## src/sv/ufp_pkg.sv

```systemverilog
// Shared types, character codes and hex helpers for the form body decoder.
package ufp_pkg;

   localparam logic [1:0] MODE_SKIP  = 2'd0;
   localparam logic [1:0] MODE_NAME  = 2'd1;
   localparam logic [1:0] MODE_VALUE = 2'd2;

   localparam logic [1:0] ESC_NONE   = 2'd0;
   localparam logic [1:0] ESC_FIRST  = 2'd1;
   localparam logic [1:0] ESC_SECOND = 2'd2;

   localparam logic [1:0] KIND_NAME_BYTE  = 2'd0;
   localparam logic [1:0] KIND_VALUE_BYTE = 2'd1;
   localparam logic [1:0] KIND_NAME_END   = 2'd2;
   localparam logic [1:0] KIND_PAIR_END   = 2'd3;

   localparam logic [7:0] CHAR_AT      = 8'h40;
   localparam logic [7:0] CHAR_PLUS    = 8'h2B;
   localparam logic [7:0] CHAR_PERCENT = 8'h25;
   localparam logic [7:0] CHAR_AMP     = 8'h26;
   localparam logic [7:0] CHAR_EQUAL   = 8'h3D;
   localparam logic [7:0] CHAR_SPACE   = 8'h20;
   localparam logic [7:0] CHAR_TAB     = 8'h09;
   localparam logic [7:0] CHAR_CR      = 8'h0D;
   localparam logic [7:0] CHAR_ZERO    = 8'h30;
   localparam logic [7:0] HIGH_HALF    = 8'h80;
   localparam logic [7:0] HEX_CASE_MASK  = 8'hDF;
   localparam logic [7:0] HEX_ALPHA_BIAS = 8'd55;

   // Result queue depth and its pointer and level widths.
   localparam int RSP_DEPTH = 4;
   localparam int PTR_W     = $clog2(RSP_DEPTH);
   localparam int LEVEL_W   = $clog2(RSP_DEPTH + 1);

   typedef struct packed {
      logic [1:0] kind;
      logic [7:0] out_byte;
      logic       has_value;
      logic       bad_escape;
      logic       run_last;
   } rsp_type;

   typedef struct packed {
      logic [1:0] count;
      rsp_type    first;
      rsp_type    second;
   } dec_type;

   function automatic logic is_space(input logic [7:0] c);
      return (c == CHAR_SPACE) || ((c >= CHAR_TAB) && (c <= CHAR_CR));
   endfunction

   // Lenient nibble: bytes up to '@' and high bytes subtract '0', others fold case first.
   function automatic logic [7:0] nibble_term(input logic [7:0] c);
      if ((c <= CHAR_AT) || (c >= HIGH_HALF)) begin
         return c - CHAR_ZERO;
      end
      return (c & HEX_CASE_MASK) - HEX_ALPHA_BIAS;
   endfunction

   function automatic logic [7:0] hex_decode(input logic [7:0] hi, input logic [7:0] lo);
      logic [7:0] t_hi;
      logic [7:0] t_lo;
      t_hi = nibble_term(hi);
      t_lo = nibble_term(lo);
      return {t_hi[3:0], 4'b0000} + t_lo;
   endfunction

endpackage

```

## src/sv/ufp_if.sv

```systemverilog
// Handshake interfaces for the raw byte channel and the decoded result channel.
interface ufp_req_if;
   logic       valid;
   logic       ready;
   logic [7:0] data_byte;
   logic       end_of_body;
   modport source (output valid, output data_byte, output end_of_body, input ready);
   modport sink (input valid, input data_byte, input end_of_body, output ready);
endinterface

interface ufp_rsp_if;
   logic       valid;
   logic       ready;
   logic [1:0] kind;
   logic [7:0] out_byte;
   logic       has_value;
   logic       bad_escape;
   logic       run_last;
   modport source (output valid, output kind, output out_byte, output has_value,
                   output bad_escape, output run_last, input ready);
   modport sink (input valid, input kind, input out_byte, input has_value,
                 input bad_escape, input run_last, output ready);
endinterface

```

## src/sv/urlencoded_form_parser.sv

```systemverilog
// Top level of the form body decoder: input register, decode, result queue.
//
//   port   dir   carries per item
//   req    in    data_byte, end_of_body: one raw body byte
//   rsp    out   kind, out_byte, has_value, bad_escape, run_last: one result
//
// One byte is taken per cycle while the input register does not stall; its results
// pass the input register and then the result queue. A byte that yields two results
// (a pair closed by the end of the body) pushes both at once; results leave at one per cycle at most.
// The input register stalls while the four-entry result queue has fewer than
// two free entries; req.ready depends only on registers.
// Synchronous reset clears the parser state, the input register and the queue.
module urlencoded_form_parser (
   input  logic         clock,
   input  logic         reset,
   ufp_req_if.sink      req,
   ufp_rsp_if.source    rsp
);

   logic       in_valid_ff;
   logic       in_valid_in;
   logic [7:0] in_byte_ff;
   logic       in_eob_ff;

   logic                          room;
   logic                          step;
   logic                          req_fire;
   logic                          pop;
   logic [ufp_pkg::LEVEL_W-1:0]   level;
   ufp_pkg::dec_type              dec;
   ufp_pkg::rsp_type              head;
   logic [1:0]                    push_count;

   assign room       = (level <= ufp_pkg::LEVEL_W'(ufp_pkg::RSP_DEPTH - 2));
   assign step       = in_valid_ff && room;
   assign req.ready  = !in_valid_ff || room;
   assign req_fire   = req.valid && req.ready;
   assign in_valid_in = req_fire || (in_valid_ff && !step);
   assign push_count = step ? dec.count : 2'd0;

   always_ff @(posedge clock) begin
      if (reset) begin
         in_valid_ff <= 1'b0;
      end else begin
         in_valid_ff <= in_valid_in;
      end
   end

   always_ff @(posedge clock) begin
      if (req_fire) begin
         in_byte_ff <= req.data_byte;
         in_eob_ff  <= req.end_of_body;
      end
   end

   ufp_decode u_decode (
      .clock   (clock),
      .reset   (reset),
      .step    (step),
      .in_byte (in_byte_ff),
      .in_eob  (in_eob_ff),
      .dec     (dec)
   );

   ufp_rsp_fifo u_rsp_fifo (
      .clock       (clock),
      .reset       (reset),
      .push_count  (push_count),
      .push_first  (dec.first),
      .push_second (dec.second),
      .pop         (pop),
      .head        (head),
      .level       (level)
   );

   assign pop            = rsp.valid && rsp.ready;
   assign rsp.valid      = (level != '0);
   assign rsp.kind       = head.kind;
   assign rsp.out_byte   = head.out_byte;
   assign rsp.has_value  = head.has_value;
   assign rsp.bad_escape = head.bad_escape;
   assign rsp.run_last   = head.run_last;

   // The queue never holds more results than it has entries.
   assert property (@(posedge clock) disable iff (reset)
      level <= ufp_pkg::LEVEL_W'(ufp_pkg::RSP_DEPTH))
      else $error("result queue overflow");

   // Two results from one byte only happen on the last byte of a body.
   assert property (@(posedge clock) disable iff (reset)
      (in_valid_ff && dec.count == 2'd2) |-> in_eob_ff)
      else $error("two results without end of body");

   // The second of two results is always the closing end-of-pair marker; the first is never run_last.
   assert property (@(posedge clock) disable iff (reset)
      (in_valid_ff && dec.count == 2'd2) |->
         (dec.second.kind == ufp_pkg::KIND_PAIR_END && !dec.first.run_last))
      else $error("bad ordering of two results");

   // A byte is never taken while the previous one waits for queue room.
   assert property (@(posedge clock) disable iff (reset)
      (in_valid_ff && !room) |=> (in_byte_ff == $past(in_byte_ff)))
      else $error("stalled input register overwritten");

endmodule

```

## src/sv/ufp_decode.sv

```systemverilog
// Parser state and the per-byte decode into at most two results.
module ufp_decode (
   input  logic             clock,
   input  logic             reset,
   input  logic             step,
   input  logic [7:0]       in_byte,
   input  logic             in_eob,
   output ufp_pkg::dec_type dec
);

   logic [1:0] parse_mode_ff;
   logic [1:0] parse_mode_in;
   logic [1:0] escape_phase_ff;
   logic [1:0] escape_phase_in;
   logic [7:0] escape_high_ff;
   logic [7:0] escape_high_in;

   logic [1:0]       mode_cur;
   logic             emit_v;
   ufp_pkg::rsp_type emit_r;
   logic             close_v;
   ufp_pkg::rsp_type close_r;

   always_comb begin
      mode_cur = ((parse_mode_ff == ufp_pkg::MODE_NAME) ||
                  (parse_mode_ff == ufp_pkg::MODE_VALUE)) ? parse_mode_ff : ufp_pkg::MODE_SKIP;
      parse_mode_in   = mode_cur;
      escape_phase_in = escape_phase_ff;
      escape_high_in  = escape_high_ff;
      emit_v = 1'b0;
      emit_r = '0;

      case (escape_phase_ff)
         ufp_pkg::ESC_FIRST: begin
            escape_high_in  = in_byte;
            escape_phase_in = ufp_pkg::ESC_SECOND;
         end
         ufp_pkg::ESC_SECOND: begin
            emit_v          = 1'b1;
            emit_r.kind     = (mode_cur == ufp_pkg::MODE_VALUE) ?
                              ufp_pkg::KIND_VALUE_BYTE : ufp_pkg::KIND_NAME_BYTE;
            emit_r.out_byte = ufp_pkg::hex_decode(escape_high_ff, in_byte);
            escape_phase_in = ufp_pkg::ESC_NONE;
            escape_high_in  = 8'h00;
         end
         default: begin
            if ((mode_cur == ufp_pkg::MODE_SKIP) && !ufp_pkg::is_space(in_byte) &&
                (in_byte != ufp_pkg::CHAR_AMP)) begin
               parse_mode_in = ufp_pkg::MODE_NAME;
            end
            case (parse_mode_in)
               ufp_pkg::MODE_NAME: begin
                  if (in_byte == ufp_pkg::CHAR_AMP) begin
                     emit_v        = 1'b1;
                     emit_r.kind   = ufp_pkg::KIND_PAIR_END;
                     parse_mode_in = ufp_pkg::MODE_SKIP;
                  end else if (in_byte == ufp_pkg::CHAR_EQUAL) begin
                     emit_v        = 1'b1;
                     emit_r.kind   = ufp_pkg::KIND_NAME_END;
                     parse_mode_in = ufp_pkg::MODE_VALUE;
                  end else if (in_byte == ufp_pkg::CHAR_PERCENT) begin
                     escape_phase_in = ufp_pkg::ESC_FIRST;
                  end else begin
                     emit_v          = 1'b1;
                     emit_r.kind     = ufp_pkg::KIND_NAME_BYTE;
                     emit_r.out_byte = (in_byte == ufp_pkg::CHAR_PLUS) ?
                                       ufp_pkg::CHAR_SPACE : in_byte;
                  end
               end
               ufp_pkg::MODE_VALUE: begin
                  if (in_byte == ufp_pkg::CHAR_AMP) begin
                     emit_v           = 1'b1;
                     emit_r.kind      = ufp_pkg::KIND_PAIR_END;
                     emit_r.has_value = 1'b1;
                     parse_mode_in    = ufp_pkg::MODE_SKIP;
                  end else if (in_byte == ufp_pkg::CHAR_PERCENT) begin
                     escape_phase_in = ufp_pkg::ESC_FIRST;
                  end else begin
                     emit_v          = 1'b1;
                     emit_r.kind     = ufp_pkg::KIND_VALUE_BYTE;
                     emit_r.out_byte = (in_byte == ufp_pkg::CHAR_PLUS) ?
                                       ufp_pkg::CHAR_SPACE : in_byte;
                  end
               end
               default: begin
               end
            endcase
         end
      endcase

      // The last byte of the body closes an open pair; a pending escape is dropped.
      close_v            = in_eob && (parse_mode_in != ufp_pkg::MODE_SKIP);
      close_r            = '0;
      close_r.kind       = ufp_pkg::KIND_PAIR_END;
      close_r.has_value  = (parse_mode_in == ufp_pkg::MODE_VALUE);
      close_r.bad_escape = (escape_phase_in != ufp_pkg::ESC_NONE);
      close_r.run_last   = 1'b1;
      emit_r.run_last    = !close_v;

      if (in_eob) begin
         parse_mode_in   = ufp_pkg::MODE_SKIP;
         escape_phase_in = ufp_pkg::ESC_NONE;
         escape_high_in  = 8'h00;
      end

      dec.count  = {1'b0, emit_v} + {1'b0, close_v};
      dec.first  = emit_v ? emit_r : close_r;
      dec.second = close_r;
   end

   always_ff @(posedge clock) begin
      if (reset) begin
         parse_mode_ff   <= ufp_pkg::MODE_SKIP;
         escape_phase_ff <= ufp_pkg::ESC_NONE;
         escape_high_ff  <= 8'h00;
      end else if (step) begin
         parse_mode_ff   <= parse_mode_in;
         escape_phase_ff <= escape_phase_in;
         escape_high_ff  <= escape_high_in;
      end
   end

endmodule

```

## src/sv/ufp_rsp_fifo.sv

```systemverilog
// Small result queue that takes up to two results a cycle and hands out one.
module ufp_rsp_fifo (
   input  logic                          clock,
   input  logic                          reset,
   input  logic [1:0]                    push_count,
   input  ufp_pkg::rsp_type              push_first,
   input  ufp_pkg::rsp_type              push_second,
   input  logic                          pop,
   output ufp_pkg::rsp_type              head,
   output logic [ufp_pkg::LEVEL_W-1:0]   level
);

   ufp_pkg::rsp_type                entries_ff [ufp_pkg::RSP_DEPTH];
   logic [ufp_pkg::PTR_W-1:0]       wr_ptr_ff;
   logic [ufp_pkg::PTR_W-1:0]       wr_ptr_in;
   logic [ufp_pkg::PTR_W-1:0]       wr_next;
   logic [ufp_pkg::PTR_W-1:0]       rd_ptr_ff;
   logic [ufp_pkg::PTR_W-1:0]       rd_ptr_in;
   logic [ufp_pkg::LEVEL_W-1:0]     level_ff;
   logic [ufp_pkg::LEVEL_W-1:0]     level_in;

   always_comb begin
      wr_next   = wr_ptr_ff + ufp_pkg::PTR_W'(1);
      wr_ptr_in = wr_ptr_ff + ufp_pkg::PTR_W'(push_count);
      rd_ptr_in = rd_ptr_ff + ufp_pkg::PTR_W'(pop);
      level_in  = level_ff + ufp_pkg::LEVEL_W'(push_count) - ufp_pkg::LEVEL_W'(pop);
   end

   always_ff @(posedge clock) begin
      if (push_count != 2'd0) begin
         entries_ff[wr_ptr_ff] <= push_first;
      end
      if (push_count == 2'd2) begin
         entries_ff[wr_next] <= push_second;
      end
   end

   always_ff @(posedge clock) begin
      if (reset) begin
         wr_ptr_ff <= '0;
         rd_ptr_ff <= '0;
         level_ff  <= '0;
      end else begin
         wr_ptr_ff <= wr_ptr_in;
         rd_ptr_ff <= rd_ptr_in;
         level_ff  <= level_in;
      end
   end

   assign head  = entries_ff[rd_ptr_ff];
   assign level = level_ff;

endmodule
```

## src/flat_wrapper.sv

```systemverilog
// flat-port wrapper written by rule: the top's interface ports become plain ports
module urlencoded_form_parser_flat 
  (clock, reset, req_valid, req_data_byte, req_end_of_body, req_ready, rsp_valid, rsp_kind, rsp_out_byte, rsp_has_value, rsp_bad_escape, rsp_run_last, rsp_ready);
  ufp_req_if req_i ();
  ufp_rsp_if rsp_i ();
  input  logic clock;
  input  logic reset;
  input wire logic [$bits(req_i.valid)-1:0] req_valid;
  input wire logic [$bits(req_i.data_byte)-1:0] req_data_byte;
  input wire logic [$bits(req_i.end_of_body)-1:0] req_end_of_body;
  output wire logic [$bits(req_i.ready)-1:0] req_ready;
  output wire logic [$bits(rsp_i.valid)-1:0] rsp_valid;
  output wire logic [$bits(rsp_i.kind)-1:0] rsp_kind;
  output wire logic [$bits(rsp_i.out_byte)-1:0] rsp_out_byte;
  output wire logic [$bits(rsp_i.has_value)-1:0] rsp_has_value;
  output wire logic [$bits(rsp_i.bad_escape)-1:0] rsp_bad_escape;
  output wire logic [$bits(rsp_i.run_last)-1:0] rsp_run_last;
  input wire logic [$bits(rsp_i.ready)-1:0] rsp_ready;
  assign req_i.valid = req_valid;
  assign req_i.data_byte = req_data_byte;
  assign req_i.end_of_body = req_end_of_body;
  assign req_ready = req_i.ready;
  assign rsp_valid = rsp_i.valid;
  assign rsp_kind = rsp_i.kind;
  assign rsp_out_byte = rsp_i.out_byte;
  assign rsp_has_value = rsp_i.has_value;
  assign rsp_bad_escape = rsp_i.bad_escape;
  assign rsp_run_last = rsp_i.run_last;
  assign rsp_i.ready = rsp_ready;
  urlencoded_form_parser u_core (.clock(clock), .reset(reset), .req(req_i), .rsp(rsp_i));
endmodule
```

## config.mk

```make
export PLATFORM = sky130hd
export DESIGN_NAME = urlencoded_form_parser_flat
export DESIGN_NICKNAME = d
export VERILOG_FILES = /design/src/sv/ufp_pkg.sv /design/src/sv/ufp_if.sv /design/src/sv/urlencoded_form_parser.sv /design/src/sv/ufp_decode.sv /design/src/sv/ufp_rsp_fifo.sv /design/src/flat_wrapper.sv
export SDC_FILE = /design/constraint.sdc
export NUM_CORES = 1
export LEC_CHECK = 0
export BUFFER_PORTS_ARGS = -buffer_cell sky130_fd_sc_hd__buf_4
export CORE_AREA = 5 5 93 117
export DETAILED_ROUTE_END_ITERATION = 7
export DIE_AREA = 0 0 98 122
export PLACE_DENSITY = 0.68
export SLEW_MARGIN = 10
export SYNTH_ARGS = -nofsm -noshare
export SYNTH_HDL_FRONTEND = slang
export SYNTH_SLANG_ARGS = --single-unit
export TNS_END_PERCENT = 20
```

## constraint.sdc

```tcl
create_clock -name clock -period 5 [get_ports clock]
set_input_delay 0.25 -clock clock [delete_from_list [all_inputs] [get_ports clock]]
set_output_delay 0.25 -clock clock [all_outputs]
set_load 0.005 [all_outputs]
```

==> qor.yml <==
crit_required_ns: 5.22
grt_max_degree: 21
critPathCaptureType: "register"
fin_setup_tns_ns: 0
ant_nets: 0
timing.final.ws_setup_ns: 0.965
grt_pass1_vias: 3603
p_seq_share_pct: 43.7
final_util_pct: 49.5
maxCapViolations: 0
pwr-share-comb_pct: 29.0
leakage_nw: 1.90
clk_path_buf_depth: 2
track_usage_pct: 18.2
yosys_warnings: 0
synth_seq_area_share_pct: 42.1
ys_ff_latch: 81
insertedDiodeCount: 0
synth_top_area_share_pct: 30.1
fin_nets: 518
p_sw_share_pct: 30.1
fmax_ghz: 0.248
ios: 28
hp-start: "req_data_byte[4]"
syn_nets: 493
htree_levels: 3
place_area_um2: 4570
drtIter0Drc: 196
post_cts_resized: 0
path_delay_family: "adder cells"
powerDensity_nw_per_um2: 467
hold_path_depth: 1
vdd_drop_max_mv: 0.166
via_per_inst: 5.62
gp_congestion: 0.941
rr_worst_depth: 18
drive_gt1_share_pct: 13.3
max_stage_delay_ns: 0.47
fin_crit_sh_pct: 80.7
wire_per_inst_um: 16.8
cts_tree: "yes"
critical-path-slowest-cell: "o31ai_2"
worst-path-max-fanout: 7
synth_edf_count: 17
clk_pin_slew_ns: 0.06
post-route-min-period_ns: 4.04
cts_setup_buffers: 0
maxSlewViolCount: 0
cts.sinks: 81
min_to: "u_core.in_byte_ff[4]"
outcome: "finished clean"
path_cells: "inv_1 > ha_1 > and3_1 > o31ai_2 > a21oi_1 > a211oi_1 > inv_1 > a21oi_1 > ha_1 > nand2_1 > ha_1 > inv_1 > ha_1 > inv_1 > fa_1 > xnor2_1 > xnor2_1 > nor2_1"
ys.flop_type: "dfxtp_1"
p_switching_mw: 0.680
fin_area_um2: 4850
insertion_delay_ns: 0.34
yosys.area_share.simple_pct: 16.3
core_area_um2: 9800
areaGrowthSynthToFinish_pct: 14.0
finalClockSkew_ns: 0.0102
async_flop_share_pct: 0
rr_endpoint: "u_core.u_rsp_fifo.level[2]"
start_kind: "register"
reg2reg_slack_ns: 0.96
nFillCells: 921
yosys.area_share.xor_xnor_pct: 2.47
dp.final_hpwl_um: 7710
yosysMostFrequentCell: "dfxtp_1"
io_buffers: 27
grt_pass1_wl_um: 17300
die_w_um: 98
netlist_instances: 451
first_pass_iters: 4
finalWirelength_um: 10200
synthAdderAreaFrac_pct: 8.88
cp.buffers_inverters: 4
synth.distinct_cells: 59
synth_top_family_by_area: "compound AO/OA/AOI/OAI gates"
syn_avg_cell_area_um2: 9.44
synth.area.mux_share_pct: 7.38
p_int_mw: 1.58
synth_compound_area_share_pct: 19.2
synthTopCellsByArea: "dfxtp_1 30%, edfxtp_1 12%, ha_1 7.9%"
hold_buffers: 0
syn_area_um2: 4260
hp-class: "input pin to register"
root_buffer: "clkbuf_16"
clkPwrFrac_pct: 27.3
die_y_um: 122
pre_cts_slack_ns: 1.04
worstReg2RegStart: "u_core.in_byte_ff[0]"
rsz0062_at_grt: "false"
crit_type: "register to register"
overflow: 0
max_slew_margin_pct: 42.1
synthTopCellsByCount: "64 x dfxtp_1, 56 x nand2_1, 37 x o21ai_0, 34 x a21oi_1, 31 x nor2_1"
cp.arrival_ns: 4.25
grt_antenna_before_repair: 0
cts_buffers: 9
hold_viol_final: 0
tightest_slew_ns: 0.868
setup_viol: 0
rows: 41
die-area_um2: 12000
initial_core_util_pct: 43.4
yosysTopAreaCell: "dfxtp_1"
vias: 3421
remaining_drc_errors: 0
==> registers in the layout (all words and copies together) (netlist names) <==
signal                           cells
u_core.u_rsp_fifo.rd_ptr_ff          2
u_core.in_byte_ff                    8
u_core.u_rsp_fifo.wr_ptr_ff          2
u_core.in_eob_ff                     1
u_core.u_rsp_fifo.entries_ff        52
u_core.u_decode.parse_mode_ff        2
u_core.u_decode.escape_phase_ff      2
u_core.u_rsp_fifo.level              3
u_core.in_valid_ff                   1
u_core.u_decode.escape_high_ff       8
==> cell type report <==
cell class                 count  area (um2)  share of cell area (%)
sequential                    81        1790                    36.9
clock buffer                  11         254                    5.24
timing repair buffer          27         203                    4.18
clock inverter                 4        26.3                   0.542
multi-input combinational    329        2310                    47.6
inverter                      28         105                    2.17
tap                          129         161                    3.33
==> cell families (layout without fill, tap and decap cells) <==
family	after synthesis	count (layout)
and+or+nand+nor	148	148
buffers and inverters	41	70
AOI/OAI and AO/OA	125	125
DFF	81	81
adders and majority gates	29	29
xor gates and xnor gates	12	12
muxes	15	15
==> cell usage in the layout, fill, tap and decap left out, types with 2 or more instances in the layout <==
| master | netlist | layout |
|---|---|---|
| a211o_1 | 2 | 2 |
| a21o_1 | 3 | 3 |
| a21oi_1 | 34 | 34 |
| a22o_1 | 12 | 12 |
| a22oi_1 | 3 | 3 |
| a31oi_1 | 2 | 2 |
| a32oi_1 | 2 | 2 |
| a41oi_1 | 2 | 2 |
| and2_1 | 4 | 4 |
| and3_1 | 4 | 4 |
| buf_4 | 0 | 27 |
| clkbuf_16 | 0 | 10 |
| dfxtp_1 | 64 | 64 |
| edfxtp_1 | 17 | 17 |
| fa_1 | 2 | 2 |
| ha_1 | 27 | 27 |
| inv_1 | 28 | 28 |
| inv_4 | 0 | 2 |
| mux4_2 | 13 | 13 |
| nand2_1 | 56 | 56 |
| nand2b_1 | 8 | 8 |
| nand3_1 | 20 | 20 |
| nand3b_1 | 3 | 3 |
| nor2_1 | 31 | 31 |
| nor2b_1 | 8 | 8 |
| nor3_1 | 3 | 3 |
| nor4_1 | 2 | 2 |
| o211ai_1 | 2 | 2 |
| o21ai_0 | 37 | 37 |
| o21ai_1 | 2 | 2 |
| o22a_1 | 3 | 3 |
| o22ai_1 | 5 | 5 |
| or2_2 | 2 | 2 |
| or3_1 | 2 | 2 |
| xnor2_1 | 10 | 10 |
| xor2_1 | 2 | 2 |
==> worst max path at each step <==
stage | start | endpoint | slack, ns | cells after the start
final | u_core.in_byte_ff[0] | u_core.u_rsp_fifo.level[2] | 0.96 | 18
after global routing | u_core.in_byte_ff[0] | u_core.u_rsp_fifo.level[2] | 0.68 | 18
after CTS | u_core.in_byte_ff[0] | u_core.u_rsp_fifo.level[2] | 1.02 | 18
after detailed placement | u_core.in_byte_ff[0] | u_core.u_rsp_fifo.level[2] | 1.04 | 18
after global placement | u_core.in_byte_ff[0] | u_core.u_rsp_fifo.level[2] | 1.22 | 18
after floorplan | u_core.in_byte_ff[6] | u_core.u_rsp_fifo.level[2] | 1.48 | 18
==> stage by stage <==
step / total power [mW] / std cells / hold WS [ns]
final: 2.26 / 609 / 0.0867
after global routing: 2.42 / 609 / 0.0762
after CTS: 2.29 / 609 / 0.0763
after detailed placement: 1.67 / 594 / 0.430
after global placement: 1.63 / 594 / 0.428
after floorplan: 1.42 / 451 / 0.349
==> layer usage <==
layer	vias to the layer above	wire length, um	GRT usage, %
li1	1684	-	-
met1	1653	4190	20.5
met2	70	5440	33.1
met3	14	403	3.67
met4	0	166	8.31
met5	-	0	0
==> power by group through the flow <==
stage,Clock (mW),Sequential (mW),Combinational [mW]
floorplan,0,0.932,0.483
global placement,0,0.992,0.642
detailed placement,0,1.00,0.662
CTS,0.633,0.992,0.667
global route,0.665,1.02,0.743
finish,0.618,0.989,0.656
(Power assumes the default switching activity.)
